==> src/rtl/sm3_block_compressor_defines.svh <==
// Assertion macros shared by the SM3 block compressor RTL.
`ifndef SM3_BLOCK_COMPRESSOR_DEFINES_SVH
`define SM3_BLOCK_COMPRESSOR_DEFINES_SVH

`ifndef SYNTHESIS
// implication within the same cycle
`define SM3_ASSERT_NOW(lbl, ante, cons, msg) \
	lbl: assert property (@(posedge clk) disable iff (!arst_n) (ante) |-> (cons)) \
		else $error(msg);
// implication into the next cycle
`define SM3_ASSERT_NEXT(lbl, ante, cons, msg) \
	lbl: assert property (@(posedge clk) disable iff (!arst_n) (ante) |=> (cons)) \
		else $error(msg);
`else
`define SM3_ASSERT_NOW(lbl, ante, cons, msg)
`define SM3_ASSERT_NEXT(lbl, ante, cons, msg)
`endif

`endif

==> src/rtl/sm3bc_pkg.sv <==
`timescale 1ns / 1ps

package sm3bc_pkg;

	localparam int FIFO_DEPTH = 4;

	localparam logic [31:0] T_LOW  = 32'h79cc4519;
	localparam logic [31:0] T_HIGH = 32'h7a879d8a;

	localparam logic [31:0] SM3_IV [8] = '{
		32'h7380166f, 32'h4914b2b9, 32'h172442d7, 32'hda8a0600,
		32'ha96f30bc, 32'h163138aa, 32'he38dee4d, 32'hb0fb0e4e
	};

	typedef struct packed {
		logic [31:0] msg_word;
		logic        new_message;
	} sm3bc_in_t;

	typedef struct packed {
		logic [31:0] digest_word;
		logic [2:0]  word_index;
		logic        last;
	} sm3bc_out_t;

	// one classified word on its way from front to back
	typedef struct packed {
		logic [31:0] word;
		logic        last;     // sixteenth word of the block
		logic        from_iv;  // valid with last only
	} sm3bc_entry_t;

	typedef enum logic [1:0] {
		BK_LOAD,
		BK_ROUND,
		BK_DONE
	} sm3bc_bstate_t;

	function automatic logic [31:0] rotl32(input logic [31:0] x, input logic [4:0] n);
		logic [63:0] t;
		t = {x, x} << n;
		return t[63:32];
	endfunction

	function automatic logic [31:0] perm0(input logic [31:0] x);
		return x ^ rotl32(x, 5'd9) ^ rotl32(x, 5'd17);
	endfunction

	function automatic logic [31:0] perm1(input logic [31:0] x);
		return x ^ rotl32(x, 5'd15) ^ rotl32(x, 5'd23);
	endfunction

endpackage

==> src/rtl/sm3bc_front.sv <==
`timescale 1ns / 1ps

module sm3bc_front import sm3bc_pkg::*; (
	input  logic         clk,
	input  logic         arst_n,
	input  logic         in_valid,
	output logic         in_ready,
	input  sm3bc_in_t    in_data,
	output logic         push_valid,
	input  logic         push_ready,
	output sm3bc_entry_t push_data
);

	logic [3:0] count_q;
	logic       iv_q;
	logic       fresh;
	logic       take;

	// new_message only counts on the first word of a block
	assign fresh = (count_q == 4'd0) && in_data.new_message;
	assign take  = in_valid && push_ready;

	assign in_ready             = push_ready;
	assign push_valid           = in_valid;
	assign push_data.word       = in_data.msg_word;
	assign push_data.last       = (count_q == 4'd15);
	assign push_data.from_iv    = iv_q || fresh;

	always_ff @(posedge clk or negedge arst_n) begin
		if (!arst_n) begin
			count_q <= 4'd0;
			iv_q    <= 1'b1;
		end else if (take) begin
			count_q <= count_q + 4'd1;
			if (count_q == 4'd15) begin
				iv_q <= 1'b0;
			end else if (fresh) begin
				iv_q <= 1'b1;
			end
		end
	end

endmodule

==> src/rtl/sm3bc_fifo.sv <==
`timescale 1ns / 1ps

module sm3bc_fifo import sm3bc_pkg::*; #(
	parameter int Width = 34,
	parameter int Depth = FIFO_DEPTH
) (
	input  logic             clk,
	input  logic             arst_n,
	input  logic             wr_valid,
	output logic             wr_ready,
	input  logic [Width-1:0] wr_data,
	output logic             rd_valid,
	input  logic             rd_ready,
	output logic [Width-1:0] rd_data
);

	localparam int AW = (Depth > 1) ? $clog2(Depth) : 1;
	localparam int CW = $clog2(Depth + 1);
	localparam logic [AW-1:0] LAST_PTR = AW'(Depth - 1);
	localparam logic [CW-1:0] FULL_CNT = CW'(Depth);

	logic [Width-1:0] mem_q [Depth];
	logic [AW-1:0]    wr_ptr_q;
	logic [AW-1:0]    rd_ptr_q;
	logic [CW-1:0]    count_q;
	logic             push;
	logic             pop;

	assign wr_ready = (count_q != FULL_CNT);
	assign rd_valid = (count_q != '0);
	assign rd_data  = mem_q[rd_ptr_q];
	assign push     = wr_valid && wr_ready;
	assign pop      = rd_valid && rd_ready;

	always_ff @(posedge clk or negedge arst_n) begin
		if (!arst_n) begin
			wr_ptr_q <= '0;
			rd_ptr_q <= '0;
			count_q  <= '0;
		end else begin
			if (push) begin
				wr_ptr_q <= (wr_ptr_q == LAST_PTR) ? '0 : wr_ptr_q + AW'(1);
			end
			if (pop) begin
				rd_ptr_q <= (rd_ptr_q == LAST_PTR) ? '0 : rd_ptr_q + AW'(1);
			end
			if (push && !pop) begin
				count_q <= count_q + CW'(1);
			end else if (pop && !push) begin
				count_q <= count_q - CW'(1);
			end
		end
	end

	always_ff @(posedge clk) begin
		if (push) begin
			mem_q[wr_ptr_q] <= wr_data;
		end
	end

endmodule

==> src/rtl/sm3bc_back.sv <==
`timescale 1ns / 1ps

module sm3bc_back import sm3bc_pkg::*; (
	input  logic         clk,
	input  logic         arst_n,
	input  logic         pop_valid,
	output logic         pop_ready,
	input  sm3bc_entry_t pop_data,
	output logic         out_valid,
	input  logic         out_ready,
	output sm3bc_out_t   out_data
);

	sm3bc_bstate_t state_q, state_d;

	logic [31:0] w_q [16];   // expansion window, w_q[0] is W_j
	logic [31:0] a_q, b_q, c_q, d_q, e_q, f_q, g_q, h_q;
	logic [31:0] cv_q [8];
	logic [31:0] ob_q [8];   // digest words awaiting delivery, ob_q[0] goes next
	logic [5:0]  rnd_q;
	logic [2:0]  oidx_q;
	logic        obusy_q;

	logic        pop_take;
	logic        out_take;
	logic        finish;
	logic [31:0] tj, a12, ss1, ss2, ff, gg, tt1, tt2, w_next;
	logic [31:0] fin [8];

	assign pop_take = pop_valid && pop_ready;
	assign out_take = obusy_q && out_ready;
	assign finish   = (state_q == BK_DONE) && !obusy_q;

	assign out_valid            = obusy_q;
	assign out_data.digest_word = ob_q[0];
	assign out_data.word_index  = oidx_q;
	assign out_data.last        = (oidx_q == 3'd7);

	// one compression round
	always_comb begin
		tj  = rotl32((rnd_q[5:4] == 2'd0) ? T_LOW : T_HIGH, rnd_q[4:0]);
		a12 = rotl32(a_q, 5'd12);
		ss1 = rotl32(a12 + e_q + tj, 5'd7);
		ss2 = ss1 ^ a12;
		if (rnd_q[5:4] == 2'd0) begin
			ff = a_q ^ b_q ^ c_q;
			gg = e_q ^ f_q ^ g_q;
		end else begin
			ff = (a_q & b_q) | (a_q & c_q) | (b_q & c_q);
			gg = (e_q & f_q) | (~e_q & g_q);
		end
		tt1 = ff + d_q + ss2 + (w_q[0] ^ w_q[4]);
		tt2 = gg + h_q + ss1 + w_q[0];
		w_next = perm1(w_q[0] ^ w_q[7] ^ rotl32(w_q[13], 5'd15))
			^ rotl32(w_q[3], 5'd7) ^ w_q[10];
	end

	always_comb begin
		fin[0] = cv_q[0] ^ a_q;
		fin[1] = cv_q[1] ^ b_q;
		fin[2] = cv_q[2] ^ c_q;
		fin[3] = cv_q[3] ^ d_q;
		fin[4] = cv_q[4] ^ e_q;
		fin[5] = cv_q[5] ^ f_q;
		fin[6] = cv_q[6] ^ g_q;
		fin[7] = cv_q[7] ^ h_q;
	end

	always_comb begin
		state_d   = state_q;
		pop_ready = 1'b0;
		unique case (state_q)
			BK_LOAD: begin
				pop_ready = 1'b1;
				if (pop_valid && pop_data.last) begin
					state_d = BK_ROUND;
				end
			end
			BK_ROUND: begin
				if (rnd_q == 6'd63) begin
					state_d = BK_DONE;
				end
			end
			BK_DONE: begin
				if (!obusy_q) begin
					state_d = BK_LOAD;
				end
			end
			default: state_d = BK_LOAD;
		endcase
	end

	always_ff @(posedge clk or negedge arst_n) begin
		if (!arst_n) begin
			state_q <= BK_LOAD;
			rnd_q   <= 6'd0;
			oidx_q  <= 3'd0;
			obusy_q <= 1'b0;
			cv_q    <= SM3_IV;
		end else begin
			state_q <= state_d;
			if (pop_take && pop_data.last) begin
				rnd_q <= 6'd0;
				if (pop_data.from_iv) begin
					cv_q <= SM3_IV;
				end
			end
			if (state_q == BK_ROUND) begin
				rnd_q <= rnd_q + 6'd1;
			end
			if (finish) begin
				cv_q    <= fin;
				obusy_q <= 1'b1;
				oidx_q  <= 3'd0;
			end
			if (out_take) begin
				oidx_q <= oidx_q + 3'd1;
				if (oidx_q == 3'd7) begin
					obusy_q <= 1'b0;
				end
			end
		end
	end

	always_ff @(posedge clk) begin
		if (pop_take || state_q == BK_ROUND) begin
			for (int i = 0; i < 15; i++) begin
				w_q[i] <= w_q[i + 1];
			end
			w_q[15] <= pop_take ? pop_data.word : w_next;
		end
		if (pop_take && pop_data.last) begin
			if (pop_data.from_iv) begin
				{a_q, b_q, c_q, d_q} <= {SM3_IV[0], SM3_IV[1], SM3_IV[2], SM3_IV[3]};
				{e_q, f_q, g_q, h_q} <= {SM3_IV[4], SM3_IV[5], SM3_IV[6], SM3_IV[7]};
			end else begin
				{a_q, b_q, c_q, d_q} <= {cv_q[0], cv_q[1], cv_q[2], cv_q[3]};
				{e_q, f_q, g_q, h_q} <= {cv_q[4], cv_q[5], cv_q[6], cv_q[7]};
			end
		end else if (state_q == BK_ROUND) begin
			a_q <= tt1;
			b_q <= a_q;
			c_q <= rotl32(b_q, 5'd9);
			d_q <= c_q;
			e_q <= perm0(tt2);
			f_q <= e_q;
			g_q <= rotl32(f_q, 5'd19);
			h_q <= g_q;
		end
		if (finish) begin
			ob_q <= fin;
		end else if (out_take) begin
			for (int i = 0; i < 7; i++) begin
				ob_q[i] <= ob_q[i + 1];
			end
		end
	end

endmodule

==> src/rtl/sm3_block_compressor.sv <==
`timescale 1ns / 1ps
// channel | direction | payload      | handshake
// in      | input     | sm3bc_in_t   | in_valid / in_ready, one message word
// out     | output    | sm3bc_out_t  | out_valid / out_ready, one digest word
//
// A block moves its 16 words into the expansion window, runs its 64 rounds
// (one round per cycle in the shared round unit) and then folds into the chaining
// value once the previous digest has drained from the output bank.
// Digest words drain from their own register bank while the next block loads.
// Words queue in a small FIFO; the input stalls once it fills while the back end runs
// rounds or waits for the previous digest to drain.
// Reset (arst_n) restores the IV and the word count at once; no clearing pass.

`include "sm3_block_compressor_defines.svh"

module sm3_block_compressor import sm3bc_pkg::*; #(
	parameter int FifoDepth = FIFO_DEPTH
) (
	input  logic       clk,
	input  logic       arst_n,
	input  logic       in_valid,
	output logic       in_ready,
	input  sm3bc_in_t  in_data,
	output logic       out_valid,
	input  logic       out_ready,
	output sm3bc_out_t out_data
);

	localparam int EW = $bits(sm3bc_entry_t);

	logic         push_valid, push_ready;
	sm3bc_entry_t push_data;
	logic         pop_valid, pop_ready;
	logic [EW-1:0] pop_bits;
	sm3bc_entry_t pop_data;

	assign pop_data = sm3bc_entry_t'(pop_bits);

	sm3bc_front u_front (
		.clk        (clk),
		.arst_n     (arst_n),
		.in_valid   (in_valid),
		.in_ready   (in_ready),
		.in_data    (in_data),
		.push_valid (push_valid),
		.push_ready (push_ready),
		.push_data  (push_data)
	);

	sm3bc_fifo #(
		.Width (EW),
		.Depth (FifoDepth)
	) u_fifo (
		.clk      (clk),
		.arst_n   (arst_n),
		.wr_valid (push_valid),
		.wr_ready (push_ready),
		.wr_data  (EW'(push_data)),
		.rd_valid (pop_valid),
		.rd_ready (pop_ready),
		.rd_data  (pop_bits)
	);

	sm3bc_back u_back (
		.clk       (clk),
		.arst_n    (arst_n),
		.pop_valid (pop_valid),
		.pop_ready (pop_ready),
		.pop_data  (pop_data),
		.out_valid (out_valid),
		.out_ready (out_ready),
		.out_data  (out_data)
	);

	// a block's digest ends after its eighth word
	`SM3_ASSERT_NEXT(a_last_ends_burst,
		out_valid && out_ready && out_data.last,
		!out_valid,
		"digest burst continues past last word")
	// digest words leave in order
	`SM3_ASSERT_NEXT(a_index_steps,
		out_valid && out_ready && !out_data.last,
		out_valid && (out_data.word_index == $past(out_data.word_index) + 3'd1),
		"digest word index skipped")
	// last marks exactly the eighth word
	`SM3_ASSERT_NOW(a_last_index,
		out_valid,
		out_data.last == (out_data.word_index == 3'd7),
		"last flag out of step with word index")

endmodule
==> config.mk <==
export PLATFORM = sky130hd
export DESIGN_NAME = sm3_block_compressor
export DESIGN_NICKNAME = d
export VERILOG_FILES = /design/src/rtl/sm3bc_pkg.sv /design/src/rtl/sm3bc_front.sv /design/src/rtl/sm3bc_fifo.sv /design/src/rtl/sm3bc_back.sv /design/src/rtl/sm3_block_compressor.sv
export VERILOG_INCLUDE_DIRS = /design/src /design/src/rtl
export SDC_FILE = /design/constraint.sdc
export NUM_CORES = 2
export LEC_CHECK = 0
export BUFFER_PORTS_ARGS = -buffer_cell sky130_fd_sc_hd__clkbuf_2
export CORE_ASPECT_RATIO = 1.5
export CORE_MARGIN = 2
export CORE_UTILIZATION = 65
export CTS_BUF_LIST = sky130_fd_sc_hd__clkbuf_4 sky130_fd_sc_hd__clkbuf_8 sky130_fd_sc_hd__clkbuf_16
export DETAILED_ROUTE_END_ITERATION = 12
export GPL_ROUTABILITY_DRIVEN = 1
export GPL_TIMING_DRIVEN = 0
export PLACE_DENSITY = 0.93
export SLEW_MARGIN = 20
export SYNTH_ARGS = -nofsm -noshare
export SYNTH_HDL_FRONTEND = slang
export SYNTH_SLANG_ARGS = --single-unit
==> constraint.sdc <==
create_clock -name clk -period 21.6 [get_ports clk]
set_input_delay 4.32 -clock clk [delete_from_list [all_inputs] [get_ports clk]]
set_output_delay 4.32 -clock clk [all_outputs]
set_load 0.02 [all_outputs]
# Word level (Yosys, flattened, before mapping)
# Memories as Yosys holds them, arrays and structs flattened.
# Cells that the tools add are included.
# totals
out_inout_bits	38
mem_count	2
regBits	792
inputBits	37
mem_bits_rw	648
# classes
n_reduce_logical	27
add_sub_neg	15
mux	55
shift	1
bitwise_logic	31
eq_ne	11
# memory_table
name	depth	word_bits	read_ports	rd_clocked_by_memory_dff	write_ports	line_no	rtl
u_back.w_q	16	32	16	0	16	sm3bc_back.sv:16	logic [31:0] w_q [16];
u_fifo.mem_q	4	34	1	0	1	sm3bc_fifo.sv:22	logic [Width-1:0] mem_q [Depth];
# op_table
operator	count
2-to-1 mux 32 bit	27
2-to-1 mux 256 bit	3
bitwise XOR 32 bit	22
2-to-1 mux 224 bit	2
adder 32 bit	8
bitwise AND 32 bit	5
bitwise OR 32 bit	3
<< shifter 64 x 5 -> 64 bit	1
inverter 32 bit	1
2-to-1 mux 26 bit	1
2-to-1 mux 3 bit	4
2-to-1 mux 6 bit	2
nonzero test 2 bit	6
2-to-1 mux 1 bit	10
2-to-1 mux 2 bit	5
logical AND 1 bit	9
adder 3 x 1 -> 3 bit, second input constant	2
adder 6 x 1 -> 6 bit, second input constant	1
equality test 2 bit, second input constant	3
equality test 6 bit, second input constant	1
case mux 2 bit (3 select lines)	1
adder 2 x 1 -> 2 bit, second input constant	2
adder 4 x 1 -> 4 bit, second input constant	1
equality test 4 bit, second input constant	1
other kinds (13)	19

# Logic depth before layout (Yosys ltp)
# logic_depth
ltp_word	11
depth_mapped	43

# Modules after synthesis
# From an unflattened synthesis, not the netlist that was laid out.
# hier_totals
cells_unflattened	6201
hier_area_um2	71830.1
# modules_own_cells
mod	cells_per_inst	n_inst	area_per_inst_um2	seq_area_each_um2
sm3bc_back	5929	1	65914.5	37604.8
sm3bc_fifo	215	1	5400.2	4259.1
sm3bc_front	57	1	515.5	126.4

# Worst setup path before layout
# OpenSTA, ideal clock, no wires.
# synth_timing
path_kind	register -> register
start	reg u_back.state_q[1]
end	mem u_back.w_q[0][0] (enable)
required_time_ps	17938
period_less_slack_ps	12697
stages_incl_launch_ff	4
setup_slack_ps	8903
arrival_time_ps	9034
n_path_buf	1
cell_sequence	dfrtp_1 nand2b_1 clkbuf_1 nand2_1
# synth_rtl
element	line_no	rtl
start, declared	sm3bc_back.sv:14	sm3bc_bstate_t state_q, state_d;
start signal, assigned	sm3bc_back.sv:101	state_q <= state_d;
end, declared	sm3bc_back.sv:16	

# Worst setup path in the final report
# layout_timing
start	reg u_back.rnd_q[4]
end	reg u_back.e_q[3], data pin
# layout_via
elab_chain_cells	10
word_cells_on_any_way	12
classes_between	add/sub (4); shift (1); mux (4); bitwise (2); reduce/logical (1)
# layout_lines
element	line_no	rtl
start, declared	sm3bc_back.sv:20	logic [5:0] rnd_q;
start signal, assigned	sm3bc_back.sv:109	rnd_q <= rnd_q + 6'd1;
zero test 2 bit	sm3bc_back.sv:41, sm3bc_back.sv:45	
2-to-1 mux 26 bit	sm3bc_back.sv:41	tj = rotl32((rnd_q[5:4] == 2'd0) ? T_LOW : T_HIGH, rnd_q[4:0]);
<< shifter 64 x 5 -> 64 bit	sm3bc_pkg.sv:41	t = {x, x} << n;
adder 32 bit	sm3bc_back.sv:43	ss1 = rotl32(a12 + e_q + tj, 5'd7);
adder 32 bit * (2 in a row)	sm3bc_back.sv:53	tt2 = gg + h_q + ss1 + w_q[0];
bitwise XOR 32 bit	sm3bc_pkg.sv:46	return x ^ rotl32(x, 5'd9) ^ rotl32(x, 5'd17);
bitwise XOR 32 bit *	sm3bc_pkg.sv:46	
2-to-1 mux 32 bit *	sm3bc_back.sv:140	end else if (state_q == BK_ROUND) begin
2-to-1 mux 32 bit *	sm3bc_back.sv:132	if (pop_take && pop_data.last) begin
end signal, assigned	sm3bc_back.sv:135	{e_q, f_q, g_q, h_q} <= {SM3_IV[4], SM3_IV[5], SM3_IV[6], SM3_IV[7]};
end signal, assigned	sm3bc_back.sv:138	{e_q, f_q, g_q, h_q} <= {cv_q[4], cv_q[5], cv_q[6], cv_q[7]};
end signal, assigned	sm3bc_back.sv:145	e_q <= perm0(tt2);
end, declared	sm3bc_back.sv:17	logic [31:0] a_q, b_q, c_q, d_q, e_q, f_q, g_q, h_q;
# Mark *: on every way between the ends. The rest lies on a longest branch, timed or not. The select of a mux whose other input is x is not followed.
# A chain may end at the register's enable or synchronous reset.

==> summary.txt <==
GRT
  • Gr usage total: 55.3%
  • Overflow after GRT: 0
  • Largest net degree at the start of global routing: 77
  • Initial antenna violation count: 43
  • Vias in the first global route: roughly 54,000
  • Wire length of the first global-routing pass: approximately 420 mm

Timing
  • Final Hold Vio Count: 0
  • Tightest Pin Transition: 1270 ps
  • Fin. max-slew vios: 0
  • Setup WS post-layout: roughly 7000 ps
  • Fin crit share: about 67%
  • Minimum clock period: approximately 15,000 ps
  • Peak Freq: ~69 MHz
  • Unrepaired setup endpoints after global routing: no
  • Setup TNS: 0 ps
  • Worst slew margin: 14.7%
  • Final setup fails: 0
  • Clock Skew: about 28 ps

Routing
  • Remaining antenna violation count: 0
  • DR iter-0 viols: roughly 11,000
  • WL per Instance: 38.5 um
  • Via Count: approximately 56,000
  • Wirelength, routed: around 300 mm
  • 1st-pass router iterations: 10
  • Vias per cell: roughly 7.1
  • # DRC: 0

Cells and area
  • Fill cell count: a little over 7,000
  • Synth-to-Final Area Change: 10.6%
  • Share of post-route cells with drive strength above 1: around a tenth
  • Fin nets: between 6,000 and 7,000

CTS
  • CTS tree: built
  • Number of CTS-inserted buffers: 134
  • Post-CTS Setup Inserts: 0
  • Hold_buf cts: 0
  • Clk Latency, worst-skew pair: 820 ps
  • Post-CTS Resized: 0
  • CTS root buffer: clkbuf_16
  • Worst-path clk slew: approximately 70 ps
  • Htree depth: 4
  • Clock Sink Count: about 1,400
  • Clock buffer depth: 3

Pwr
  • Leak Pwr: about 0.031 uW
  • P_sw: between 1500 and 2000 uW
  • Reg power frac: 52.4%
  • Logic pwr share: between 6 and 7%
  • Power per cell area: between 70 and 80 nW/um^2
  • Peak supply drop: between 0.0001 and 0.00015 V
  • Switching Share: 25.0%
  • Clk pwr share: 41.1%
  • Internal: roughly 4600 uW
  • Total Power: a little over 6000 uW

Placement
  • GPL Wtd Cong: 1.21
  • Detailed Place HPWL: 220 mm
  • DP Worst Slack: approximately 8000 ps
  • Port Buffers: 74

Floorplanning
  • Core Footprint: about 110,000 um^2
  • Standard-cell row count: 149
  • Top Ports: 75
  • Initial Util: 65.4%
  • Die X: roughly 280 um
  • Die span in y: about 410 um
  • Die Footprint: between 100,000 and 150,000 um^2

Synth
  • Synthesized Nets: ~6,400
  • Cells after Synth: 6,101
  • Count of cell types in the netlist: between 80 and 90
  • Ys flop type: edfxtp_1
  • Post-Syn Area: 71,700 um^2
  • Async SR Flop Fraction: between 10% and 20%
  • Synth warnings: 0
  • Post-synth EDFFs: about 1,200
  • Register area share after synthesis: between 50 and 60%
  • #FFs+latches synth: around 1,400
  • Post-Synthesis Mean Instance Area: roughly 12 um^2

Worst setup path
  • FF-to-FF Start: u_back.rnd_q[4]$_DFFE_PN0P_
  • Startpoint types: flip-flop
  • Worst Path Required: between 20,000 and 25,000 ps
  • Critical setup path kind: flip-flop to flip-flop
  • Largest fanout on the critical path: 13
  • Critical Path Max Stage Delay: 980 ps
  • Slowest stage cell, crit path: mux2i_1
  • Worst setup EP type: flip-flop
  • Critical path arrival: 15,080 ps
  • Critical Path Source: u_back.rnd_q[4]$_DFFE_PN0P_

Outcome
  • Result of the run: finished clean

Worst hold path
  • Min-delay src: u_back.w_q[8][15]$_DFFE_PP_
  • Worst min path class: flip-flop to flip-flop

Run
  • Max cap viols: 0
[kinds of logic after synthesis]
| group | count (synthesis) | synth area share [%] |
|---|---|---|
| AO/OA/AOI/OAI | 1435 | 11.3 |
| XOR/XNOR | 698 | 8.68 |
| adder cells (fa/ha/maj) | 298 | 7.18 |
| buffers and inverters | 664 | 3.66 |
| flip-flops | 1440 | 58.6 |
| multiplexers | 124 | 2.32 |
| AND/OR/NAND/NOR | 1442 | 8.30 |
[layer usage]
metal  vias to the layer above  GRT usage [%]  routed length, um
met5                         -         0.0431                173
met4                        26           58.6              44400
met3                      1971           22.6              39700
met2                      5465           82.1             134000
met1                     26900           56.9              86300
li1                      21800              -                  -
[cell usage after synthesis (8+ instances only)]
library cell	count	share of area (%)
and3_1	20	0.17
nand2b_1	11	0.096
o21ai_0	1009	7.0
a211oi_1	11	0.12
a21o_1	50	0.52
dfstp_2	120	4.4
o21a_1	13	0.14
mux2_2	15	0.24
a21oi_1	127	0.89
xor2_1	118	1.4
o21bai_1	12	0.13
xnor2_1	571	7.0
mux2i_1	77	1.1
buf_1	41	0.21
buf_4	32	0.34
o31ai_1	42	0.44
nor2b_1	16	0.14
edfxtp_1	1160	49
a22o_1	16	0.20
nor3_1	46	0.32
nand3_1	163	1.1
a31oi_1	30	0.26
o211ai_1	12	0.13
clkbuf_1	280	1.5
and2_1	8	0.070
a31o_2	15	0.18
nor2_1	238	1.2
mux4_2	32	1.0
dfrtp_1	160	5.6
a211o_1	8	0.098
nand2_1	901	4.7
o21ai_1	10	0.070
o22a_1	17	0.21
ha_1	108	1.9
fa_1	189	5.3
inv_1	305	1.6
[area by class of cell]
cell class / count / area (um^2) / area share [%]
Clock buffer: 167 / 3710 / 4.68
Antenna cell: 27 / 67.6 / 0.0852
Clock inverter: 82 / 823 / 1.04
Timing Repair Buffer: 103 / 1050 / 1.32
Inverter: 306 / 1150 / 1.45
Buffer: 358 / 1510 / 1.90
Multi-Input combinational cell: 3997 / 27200 / 34.3
Sequential cell: 1440 / 42000 / 53.0
Tap cell: 1434 / 1790 / 2.26
[per-stage QoR]
stage	utilization [%]	instance area [um^2]	hold slack, ps	cells
global route	72.3	79200	419	7892
global placement	67.4	73800	400	7609
CTS	72.2	79100	415	7887
finish	72.3	79300	417	7914
detailed placement	68.1	74600	405	7638
floorplan	-	71700	400	6101
[registers in the layout (all words and copies together), names as in the netlist]
signal	cells
u_back.out_data	32
u_fifo.mem_q	136
u_back.state_q	2
u_fifo.rd_ptr_q	2
u_back.a_q	32
u_back.e_q	32
u_fifo.wr_ptr_q	2
u_back.w_q	512
u_back.rnd_q	6
u_front.count_q	4
u_back.out_valid	1
u_back.b_q	32
u_back.d_q	32
u_back.g_q	32
u_back.oidx_q	3
u_front.iv_q	1
u_back.cv_q	256
u_back.ob_q	224
u_back.c_q	32
u_back.h_q	32
u_fifo.count_q	3
u_back.f_q	32
[power by group through the flow]
stage	clock, uW	sequential [uW]	combinational (uW)
6_report	2530	3230	399
5_1_grt	2590	3230	418
4_1_cts	2490	3220	377
3_5_place_dp	0	3270	369
3_3_place_gp	0	3300	326
2_1_floorplan	0	3270	183
[cell usage in the layout, fill, tap and decap left out, drive strengths merged, types with 118 or more instances in the layout]
cell	synthesis	final
edfxtp	1160	1160
o21ai	1019	1019
nand2	901	901
xnor2	574	574
clkbuf	280	526
inv	305	314
nor2	239	239
fa	189	189
nand3	164	164
dfrtp	160	160
a21oi	127	127
dfstp	120	120
xor2	118	118
[path summary, 6_finish.rpt]
path | endpoint | slack [ps] | cells past startpoint
min in group asynchronous | u_front.count_q[2]$_DFFE_PN0P_ | 3560 | 1
worst max register to register | u_back.e_q[3]$_DFFE_PP_ | 7040 | 39
worst max-delay path | u_back.e_q[3]$_DFFE_PP_ | 7040 | 39
worst min-delay path | u_back.w_q[7][15]$_DFFE_PP_ | 420 | 0
max in group asynchronous | u_back.cv_q[199]$_DFFE_PN1P_ | 16190 | 4
worst min register to register | u_back.w_q[7][15]$_DFFE_PP_ | 420 | 0
[critical path: cells and delay by family, from the launching register on]
| family | cells | cell delay [ps] |
|---|---|---|
| AO/OA/AOI/OAI | 14 | 3850 |
| buffers and inverters | 8 | 3500 |
| adder cells (fa/ha/maj) | 6 | 2720 |
| XOR/XNOR | 4 | 1950 |
| multiplexers | 1 | 980 |
| AND/OR/NAND/NOR | 6 | 830 |
| flip-flops | 1 | 340 |
(Power assumes the default switching activity.)
